[config.mk]
export PLATFORM = sky130hd
export DESIGN_NAME = pat_group
export DESIGN_NICKNAME = d
export VERILOG_FILES = /design/src/hw/rtl/pat_pkg.sv /design/src/hw/rtl/pat_group.sv
export SDC_FILE = /design/constraint.sdc
export NUM_CORES = 1
export LEC_CHECK = 0
export BUFFER_PORTS_ARGS = -buffer_cell sky130_fd_sc_hd__buf_2
export CORE_AREA = 2 2 116 118
export DETAILED_ROUTE_END_ITERATION = 8
export DIE_AREA = 0 0 118 120
export SKIP_LAST_GASP = 1
export SYNTH_ARGS = -nofsm -noshare
export SYNTH_HDL_FRONTEND = slang
export SYNTH_SLANG_ARGS = --single-unit
[constraint.sdc]
create_clock -name clk -period 1.5 [get_ports clk]
set_input_delay 0.15 -clock clk [delete_from_list [all_inputs] [get_ports clk]]
set_output_delay 0.15 -clock clk [all_outputs]
set_load 0.05 [all_outputs]
[src/hw/rtl/pat_pkg.sv]
package pat_pkg;

    localparam int DEPTH   = 64;
    localparam int IDX_W   = $clog2(DEPTH);
    localparam int CNT_W   = $clog2(DEPTH + 1);
    localparam int GROUP   = 8;
    localparam int NGROUP  = DEPTH / GROUP;
    localparam int GIDX_W  = $clog2(GROUP);

    typedef logic signed [31:0] word_t;

    localparam logic [1:0] OP_INSERT = 2'd0;
    localparam logic [1:0] OP_DELETE = 2'd1;
    localparam logic [1:0] OP_SEARCH = 2'd2;
    localparam logic [1:0] OP_READ   = 2'd3;

    localparam logic [2:0] ST_OK       = 3'd0;
    localparam logic [2:0] ST_BADPOS   = 3'd1;
    localparam logic [2:0] ST_EMPTY    = 3'd2;
    localparam logic [2:0] ST_FULL     = 3'd3;
    localparam logic [2:0] ST_NOTFOUND = 3'd4;

    localparam logic [1:0] ACT_HOLD  = 2'd0;
    localparam logic [1:0] ACT_LOAD  = 2'd1;
    localparam logic [1:0] ACT_LEFT  = 2'd2;
    localparam logic [1:0] ACT_RIGHT = 2'd3;

    typedef struct packed {
        logic [1:0]  operation;
        logic [6:0]  position;
        word_t       value;
    } pat_in_t;

    typedef struct packed {
        logic [2:0]  status;
        logic [5:0]  found_index;
        word_t       read_word;
        logic [6:0]  entry_count;
    } pat_out_t;

    typedef struct packed {
        logic [1:0]  act;
        logic        probe;
        logic        match_en;
    } pat_cell_cmd_t;

endpackage

[src/hw/rtl/pat_group.sv]
module pat_group
    import pat_pkg::*;
(
    input  logic                   clk,
    input  logic [GROUP-1:0]       hits,
    input  word_t [GROUP-1:0]      words,
    output logic                   any,
    output logic [GIDX_W-1:0]      idx,
    output word_t                  word
);

    logic              any_reg;
    logic              any_next;
    logic [GIDX_W-1:0] idx_reg;
    logic [GIDX_W-1:0] idx_next;
    word_t             word_reg;
    word_t             word_next;

    // lowest hit wins
    always_comb
    begin
        any_next  = 1'b0;
        idx_next  = '0;
        word_next = '0;
        for (int i = GROUP - 1; i >= 0; i--)
        begin
            if (hits[i])
            begin
                any_next  = 1'b1;
                idx_next  = GIDX_W'(i);
                word_next = words[i];
            end
        end
    end

    always_ff @(posedge clk)
    begin
        any_reg  <= any_next;
        idx_reg  <= idx_next;
        word_reg <= word_next;
    end

    assign any  = any_reg;
    assign idx  = idx_reg;
    assign word = word_reg;

endmodule

== Yosys cells after proc, flatten, opt, wreduce, memory -nomap -nowiden ==
Index checks and enable logic that the tools add are counted.
Storage, ports and cells
  register bits: 36
  bits of input ports: 265
Operators by class
  mux-type cells: 16
  reduce and logical (&&, ||, !) cells: 3
Operators by type and width (number)
  2-to-1 mux 32 bit: 8
  2-to-1 mux 3 bit: 4
  OR reduction 7 bit: 1
  2-to-1 mux 2 bit: 2
  OR reduction 4 bit: 1
  2-to-1 mux 1 bit: 2
  OR reduction 2 bit: 1

== Depth between registers and ports, before layout ==
  depth in word-level cells: 8
  gate-level depth with buffers: 6
  mapped depth without buffers: 4

== Worst setup path after synthesis ==
Ideal clock, no wire load.
  path type: input to register
  start: input port hits[4]
  end: register word_reg[10], in the netlist word[10]
  setup time: 0.124 ns
  arrival time: 1.067 ns
  required time: 1.376 ns
  path slack: 0.308 ns
  cell stages on the path: 6
  buffers on the path: 2
  cell sequence: buf_2 > or2_4 > buf_6 > a221o_1 > o2111ai_1 > a21oi_1
Between the ends
  longest elaborated chain between the ends: 5
RTL lines
  from (decl): line pat_group.sv:5  | input logic [GROUP-1:0] hits,
  2-to-1 mux 32 bit (5 in series): line pat_group.sv:27  | if (hits[i])
  via word_next[10]: line pat_group.sv:17  | word_t word_next;
  to (signal assigned): line pat_group.sv:40  | word_reg <= word_next;
  to (decl): line pat_group.sv:16  | word_t word_reg;
The timed path passes the listed nets, and every way through them passes these cells.
A chain may end at the register's enable or synchronous reset.

== Worst setup path after layout ==
  start: input port hits[3]
  end: register word_reg[21], in the netlist word[21]
Between the ends
  longest elaborated chain between the ends: 4
RTL lines (line)
  2-to-1 mux 32 bit (4 in series): pat_group.sv:27
  via word_next[21]: pat_group.sv:17
The timed path passes the listed nets, and every way through them passes these cells.

==> results.md <==
* Post-Synthesis Cells at 332
* Worst path buffer plus inverter count at 1
* Horiz. Die Dim at 118 um
* Overflow after GRT at 0
* FFs w/ async S/R, synth at 0%
* Layout Cells excl Fill at 799
* RSZ-0062 raised after global routing: no
* Fin worst setup slack at 0.239 ns
* PortBufs at 300
* Slew Limit Fails at 0
* Placed Instances at 792
* Post-route ant nets at 0
* Critical path class: in -> reg
* WHS at 0.0828 ns
* Top delay family on crit path: simple AND/OR/NAND/NOR gates
* DP Area at 4360 um2
* H-Tree Depth at 2
* First-pass GRT wire length at 21400 um
* Sequential share of the synthesized area at 27.4%
* Initial antenna violation count at 0
* Drt first pass iters at 5
* Area delta synth->final at 71.2%
* # DRC at 0
* Max reg flops at 32
* Routed wire length at 14500 um
* Finish-stage setup viols at 0
* Routed length per instance at 18.1 um
* Share of the synthesized area in the top cell type at 27.4%
* Slew of the pin with the lowest slew margin at 1.07 ns
* Fin area at 4500 um2
* # rows at 42
* Most common cell after layout, fill and taps aside: buf_2
* Post-synth EDFFs at 0
* Worst min path class: in -> reg
* Via density per instance at 5.01
* DR iter-0 viols at 216
* Dominant cell type by area after synthesis: dfxtp_1
* Post-CTS Setup Repair Bufs at 0
* Clock buffers created by TritonCTS at 5
* Fin Setup TNS at 0 ns
* CTS clk-pin slew, worst paths at 0.06 ns
* Startpoint Class: primary input
* Initial core utilization at 20.2%
* Mapped cell area at 2630 um2
* Total GRT Usage at 19.7%
* Lkg Pwr at 2.15 nW
* Final period util at 84.1%
* ANT cells at 0
* Crit-path cells: buf_2 -> nor2b_2 -> a221oi_1 -> a21oi_1
* Status: completed
* Post-synthesis cell type count at 33
* Nets@finish at 888
* Post-CTS Hold Buffers at 0
* Synth top area cells: dfxtp_1 27%, a221oi_1 10%, a221o_1 7.6%
* Final GP Congestion at 0.880
* Chip height at 120 um
* CP Data Required Time at 1.72 ns
* Clock Tree Root: clkbuf_16
* Main synth FF type: dfxtp_1
* Slowest stage delay, CP at 0.84 ns
* Relative slew slack at 28.5%
* Share of layout cells above drive strength 1 at 53.6%
* Slowest CP cell: nor2b_2
* Pin count of the biggest net entering global routing at 31
* Fillers at 1429
* Post-place setup slack at -0.0558 ns
* Crit path capture type: flop
* Via count at 4000
* Crit path max fanout at 20
* Worst endpoint data arrival time at 1.48 ns
* DP Wirelength at 11400 um
* Min Tclk post-route at 1.26 ns
* YS warnings at 0
* TritonCTS clock tree: yes
* Core region area at 13000 um2
* Hold Vio Cnt, Final at 0
* # IOs at 301
* Syn_area_per_cell at 7.91 um2
* Clk sinks at 36
* Syn nets at 597
* P per Cell Area at 761 nW/um2
* Worst VDD drop at 318 uV
* Fmax at 793 MHz
* Max_cap viols at 0
* Final core occ at 34.7%
* Post-CTS Resized at 0
* Seq cells post-synth at 36
* Vias in the first global route at 4100
* Die Area at 14200 um2
* Power Total at 3.42 mW
* Most frequent cells in the layout: 300 x buf_2, 36 x dfxtp_1, 31 x a221oi_1, 28 x nand2_1, 24 x a21oi_1
* Max clock buf depth at 2
## kinds of logic after synthesis
kind of cell | count (synthesis) | synth area share (%)
AND/OR/NAND/NOR | 78 | 15.8
AO/OA/AOI/OAI | 176 | 49.1
flip-flops | 36 | 27.4
buffers and inverters | 42 | 7.62
## Yosys cell counts, types with 4 or more instances
library cell,count
a21oi_1,24
a221o_1,20
a221oi_1,31
a22oi_1,21
buf_2,16
clkbuf_1,19
dfxtp_1,36
nand2_1,28
nand2b_1,16
nor2_1,4
nor2b_1,15
o2111ai_1,20
o211ai_1,11
o21ai_0,9
o21ai_1,15
o22ai_1,20
or2b_1,5
## path summary, 6_finish.rpt
check	endpoint	slack [ns]	startpoint	cells past startpoint
setup / recovery	word[21]	0.24	hits[3]	4
hold / removal	word[0]	0.08	words[32]	3
## layout make-up
class	count	area, um2	share of cell area, %
Clock buffer	6	129	2.87
Clock inverter	1	5.00	0.111
Inverter	2	7.51	0.167
Multi-Input combinational cell	254	1710	38.0
Sequential cell	36	721	16.0
Tap cell	176	220	4.90
Timing Repair Buffer	324	1710	37.9
## report_power, final
part	switching (mW)	internal [mW]	total, mW
clock	0.431	0.605	1.04
sequential	0.0251	1.05	1.07
combinational	0.793	0.521	1.31
## tightest hold or removal path, delay by kind of cell
| family | cells | cell delay (ns) |
|---|---|---|
| compound gates | 2 | 0.11 |
| buf+inv | 1 | 0.07 |
## per-layer routing
layer / global-route usage (%) / vias to the layer above / routed length, um
li1: - / 1915 / -
met1: 22.7 / 1855 / 5760
met2: 35.2 / 208 / 7390
met3: 5.37 / 22 / 1050
met4: 6.33 / 0 / 290
met5: 0 / - / 0
No activity file was read; power rests on OpenSTA's default activity.
