$ cat src/hw/rtl/pat_pkg.sv
package pat_pkg;

    localparam int DEPTH   = 64;
    localparam int IDX_W   = $clog2(DEPTH);
    localparam int CNT_W   = $clog2(DEPTH + 1);
    localparam int GROUP   = 8;
    localparam int NGROUP  = DEPTH / GROUP;
    localparam int GIDX_W  = $clog2(GROUP);

    typedef logic signed [31:0] word_t;

    localparam logic [1:0] OP_INSERT = 2'd0;
    localparam logic [1:0] OP_DELETE = 2'd1;
    localparam logic [1:0] OP_SEARCH = 2'd2;
    localparam logic [1:0] OP_READ   = 2'd3;

    localparam logic [2:0] ST_OK       = 3'd0;
    localparam logic [2:0] ST_BADPOS   = 3'd1;
    localparam logic [2:0] ST_EMPTY    = 3'd2;
    localparam logic [2:0] ST_FULL     = 3'd3;
    localparam logic [2:0] ST_NOTFOUND = 3'd4;

    localparam logic [1:0] ACT_HOLD  = 2'd0;
    localparam logic [1:0] ACT_LOAD  = 2'd1;
    localparam logic [1:0] ACT_LEFT  = 2'd2;
    localparam logic [1:0] ACT_RIGHT = 2'd3;

    typedef struct packed {
        logic [1:0]  operation;
        logic [6:0]  position;
        word_t       value;
    } pat_in_t;

    typedef struct packed {
        logic [2:0]  status;
        logic [5:0]  found_index;
        word_t       read_word;
        logic [6:0]  entry_count;
    } pat_out_t;

    typedef struct packed {
        logic [1:0]  act;
        logic        probe;
        logic        match_en;
    } pat_cell_cmd_t;

endpackage

$ cat src/hw/rtl/pat_cell.sv
module pat_cell
    import pat_pkg::*;
(
    input  logic          clk,
    input  pat_cell_cmd_t cmd,
    input  word_t         key,
    input  word_t         left_word,
    input  word_t         right_word,
    output word_t         word,
    output logic          hit
);

    word_t word_reg;
    word_t word_next;
    logic  hit_reg;
    logic  hit_next;

    always_comb
    begin
        case (cmd.act)
            ACT_LOAD:  word_next = key;
            ACT_LEFT:  word_next = left_word;
            ACT_RIGHT: word_next = right_word;
            default:   word_next = word_reg;
        endcase
        hit_next = cmd.probe && (!cmd.match_en || (word_reg == key));
    end

    always_ff @(posedge clk)
    begin
        word_reg <= word_next;
        hit_reg  <= hit_next;
    end

    assign word = word_reg;
    assign hit  = hit_reg;

endmodule

$ cat config.mk
export PLATFORM = sky130hd
export DESIGN_NAME = pat_cell
export DESIGN_NICKNAME = d
export VERILOG_FILES = /design/src/hw/rtl/pat_pkg.sv /design/src/hw/rtl/pat_cell.sv
export SDC_FILE = /design/constraint.sdc
export NUM_CORES = 1
export LEC_CHECK = 0
export BUFFER_PORTS_ARGS = -buffer_cell sky130_fd_sc_hd__buf_2
export CAP_MARGIN = 5
export CORE_ASPECT_RATIO = 1.25
export CORE_UTILIZATION = 42
export DETAILED_ROUTE_END_ITERATION = 10
export GPL_TIMING_DRIVEN = 0
export PLACE_DENSITY_LB_ADDON = 0.25
export SYNTH_ARGS = -nofsm -noshare
export SYNTH_HDL_FRONTEND = slang
export SYNTH_SLANG_ARGS = --single-unit
$ cat constraint.sdc
create_clock -name clk -period 1.75 [get_ports clk]
set_input_delay 0.35 -clock clk [delete_from_list [all_inputs] [get_ports clk]]
set_output_delay 0.35 -clock clk [all_outputs]
set_load 0.05 [all_outputs]
# == Yosys cells after proc, flatten, opt, wreduce, memory -nomap -nowiden ==
# Index checks and enable logic that the tools add are counted.
# word_totals
reg_bits,33
latch_bits,0
mem_bits_rw,0
mem_bits_ro,0
out_inout_bits,33
wordCells,11
memories,0
# classes
add_sub_neg,0
multipliers,0
n_div,0
order_cmp,0
eq_ne,4
shifts,0
muxes,1
n_bitwise,0
n_reduce_logical,4
# op_table
op,n
one-hot mux 32 bit (3 select lines),1
== test 32 bit,1
== test 2 bit (second input constant),2
nonzero test 3 bit,1
== test 2 x 1 -> 1 bit (second input constant),1
logical AND 1 bit,1
logical NOT 1 bit,1
logical OR 1 bit,1

# == Depth between registers and ports, before layout ==
# logic_depth
word_depth,3
depth_mapped,5
ltp_nobuf,5

# == Worst setup path before layout ==
# Ideal clock, no wire load.
# synth_path
path_kind,input -> register
start,input cmd[2] (netlist bit)
end,"register word_reg[0], in the netlist word[0] (enable)"
setup_ns,0.375
arrival_time_ns,1.192
setup_slack_ns,0.184
cell_stages,3
path_cell_list,buf_2 buf_4 or2_2
# synth_via
elab_chain_len,2
# synth_lines
element,line_no,rtl
start: declaration,pat_cell.sv:5,"input pat_cell_cmd_t cmd,"
== test 2 bit or == test 2 x 1 -> 1 bit (tied branches),pat_cell.sv:20,case (cmd.act)
nonzero test 3 bit (no line) (*),--,
end signal: assignment,pat_cell.sv:31,word_reg <= word_next;
end: declaration,pat_cell.sv:13,word_t word_reg;
# Mark *: on every way between the ends. The rest lies on a longest branch, timed or not.
# A chain may end at the register's enable or synchronous reset.

# == Final worst setup path ==
# layout_path
start,input cmd[2] (netlist bit)
end,"register word_reg[6], in the netlist word[6] (enable)"
# The elaborated chain is that of the path after synthesis.

==> flow_metrics.env <==
export IMPL_start_util_pct=44.4
export IMPL_drive_gt1_share_pct=44.1
export IMPL_antenna_found_initial=0
export IMPL_wl_per_cell_microns=14.5
export IMPL_cts_buffer_depth=2
export IMPL_crit_required_ns=1.66
export IMPL_synth_nets=286
export IMPL_vias_per_cell=4.90
export IMPL_synthToLayoutAreaGrowth_pct=40.8
export IMPL_worstSetupPathType="primary input to flip-flop"
export IMPL_swShare_pct=36.5
export IMPL_p_sw_uw=876
export IMPL_worst_pin_slew_ns=0.789
export IMPL_critPathBufInv=2
export IMPL_avgSynthCellArea_sq_um=10.8
export IMPL_r2r_setup_slack_ns=0.29
export IMPL_p_leak_nw=1.35
export IMPL_fillers=416
export IMPL_status="complete, no violations"
export IMPL_path_cells="buf_2, buf_4, or2_2"
export IMPL_insertion_delay_ns=0.28
export IMPL_grt_overflow=0
export IMPL_drv_cap=0
export IMPL_clk_pin_slew_ns=0.07
export IMPL_cp_arrival_ns=1.49
export IMPL_pwr_share_clk_pct=23.0
export IMPL_rsz0062_at_grt="no"
export IMPL_drt_iter0_drc=52
export IMPL_fin_tns_setup_ns=0
export IMPL_whs_ns=0.274
export IMPL_dieArea_sq_um=5040
export IMPL_hold_path_class="primary input to flip-flop"
export IMPL_p_total_mw=2.40
export IMPL_intPower_mw=1.52
export IMPL_synth_top_cell_area_share_pct=48.1
export IMPL_cts_htree_levels=2
export IMPL_port_buffers=131
export IMPL_cts_tree="done"
export IMPL_slowest_delay_ns=0.67
export IMPL_yosys_top_cells_area="edfxtp_1, mux2i_1, xor2_1"
export IMPL_post_dp_hpwl_microns=4290
export IMPL_synth_ff_type="edfxtp_1"
export IMPL_firstDrtPassIters=4
export IMPL_die_x_microns=63.7
export IMPL_largest_register_ffs=32
export IMPL_cp_slowest_cell="or2_2"
export IMPL_fp_coreArea_sq_um=4490
export IMPL_slew_headroom_pct=47.4
export IMPL_wirelength_microns=5540
export IMPL_slew_viol_final=0
export IMPL_setup_viol_count_final=0
export IMPL_num_nets_final=424
export IMPL_synth_warnings=0
export IMPL_cts_buffers=5
export IMPL_grt_start_max_net_pins=33
export IMPL_ys_seq_elements=33
export IMPL_layout_min_cycle_time_ns=1.58
export IMPL_ys_async_sr_fraction_pct=0
export IMPL_cts_root_buf="clkbuf_8"
export IMPL_detail_route_antenna_nets=0
export IMPL_combPwrFrac_pct=33.8
export IMPL_power_density_nw_per_um2=852
export IMPL_synth_cells=185
export IMPL_rows=27
export IMPL_clock_skew_ns=0.00402
export IMPL_cts_setup_buffers=0
export IMPL_yosys_top_cells_count="a21oi_1, edfxtp_1, mux2i_1, nor2_1, xor2_1"
export IMPL_grt_first_pass_wirelength_microns=8530
export IMPL_drc=0
export IMPL_gp_congestion=0.767
export IMPL_vias=1872
export IMPL_p_seq_share_pct=43.2
export IMPL_crit_family="simple AND/OR/NAND/NOR gates"
export IMPL_synth_edff_count=32
export IMPL_crit_path_end_kind="flip-flop"
export IMPL_fmax_mhz=633
export IMPL_antenna_cells=0
export IMPL_grt_use_total_pct=22.5
export IMPL_grt_pass1_vias=1790
export IMPL_synth_distinct_cells=15
export IMPL_ir_drop_v=0.000624
export IMPL_netlist_area_sq_um=2000
export IMPL_start_kind="primary input"
export IMPL_cts_sinks=33
export IMPL_synth_top_area_cell="edfxtp_1"
export IMPL_dieHeight_microns=79.1
export IMPL_finalCritPeriodShare_pct=90.2
export IMPL_ys_seq_area_share_pct=49.1
export IMPL_path_max_fanout=32
export IMPL_io_pins=134
export IMPL_fin_util_pct=62.6
export IMPL_finalHoldViolCount=0
==> power by group through the flow <==
stage          clock network (mW)  registers, mW  logic (mW)
6_report                    0.550           1.04       0.810
5_1_grt                     0.586           1.05       0.863
4_1_cts                     0.559           1.04       0.812
3_3_place_gp                    0           1.05       0.805
3_5_place_dp                    0           1.05       0.809
2_1_floorplan                   0           1.37       0.221
==> cell type report <==
class	instances	area, sq um	share of cell area (%)
Buffer	11	55.1	1.96
Clock buffer	8	80.1	2.85
Multi-Input combinational cell	141	967	34.4
Sequential cell	33	981	34.9
Tap cell	58	72.6	2.58
Timing Repair Buffer	131	656	23.3
==> worst reg2reg max path: cells and delay by family, from the launching register on <==
kind,cells,cell delay (ns)
simple gates,3,0.66
xor+xnor,1,0.18
flops,1,0.41
compound gates,1,0.15
==> path summary, 6_finish.rpt <==
kind / end / depth (start not counted) / start
setup / recovery: word[6] / 3 / cmd[2]
hold / removal: hit / 2 / cmd[1]
setup reg to reg: hit / 5 / word[23]
hold reg to reg: hit / 5 / word[21]
==> metal layers <==
metal / vias up / share of wire, % / routed length, microns / track usage [%]
met4: 0 / 1.3 / 74 / 8.41
li1: 942 / - / - / -
met3: 9 / 5.5 / 304 / 3.88
met5: - / 0 / 0 / 0
met2: 75 / 52 / 2880 / 38.9
met1: 846 / 41 / 2280 / 27.7
==> cells in the final DEF (no fill, tap or decap) <==
master    instances
nor4_1            7
edfxtp_1         32
buf_4             3
o21ai_1           1
clkbuf_8          5
or2_2             1
nand4_1           2
nor4_2            1
mux2i_1          32
xor2_1           32
buf_2           133
nor2_1           32
buf_1             2
and2_1            1
dfxtp_1           1
a21oi_1          32
clkbuf_1          7
==> metrics by stage <==
stage / worst slack [ns] / cell area [sq um] / std cells
2_1_floorplan: 0.184 / 2000 / 185
3_3_place_gp: -0.137 / 2730 / 374
3_5_place_dp: -0.132 / 2730 / 374
4_1_cts: 0.0796 / 2810 / 382
5_1_grt: 0.0766 / 2810 / 382
6_report: 0.171 / 2810 / 382
==> cells by family after synthesis <==
logic type / share of synthesized area [%]
muxes: 16.0
xor gates and xnor gates: 14.0
AOI/OAI and AO/OA: 8.27
and+or+nand+nor: 9.78
DFF: 49.1
buffers and inverters: 2.76
==> what timing repair did <==
item,in CTS,in global routing
hold buffers,0,0
setup endpoints to repair,0,1
gates resized for setup,0,1
Power figures use the tool's default switching activity.
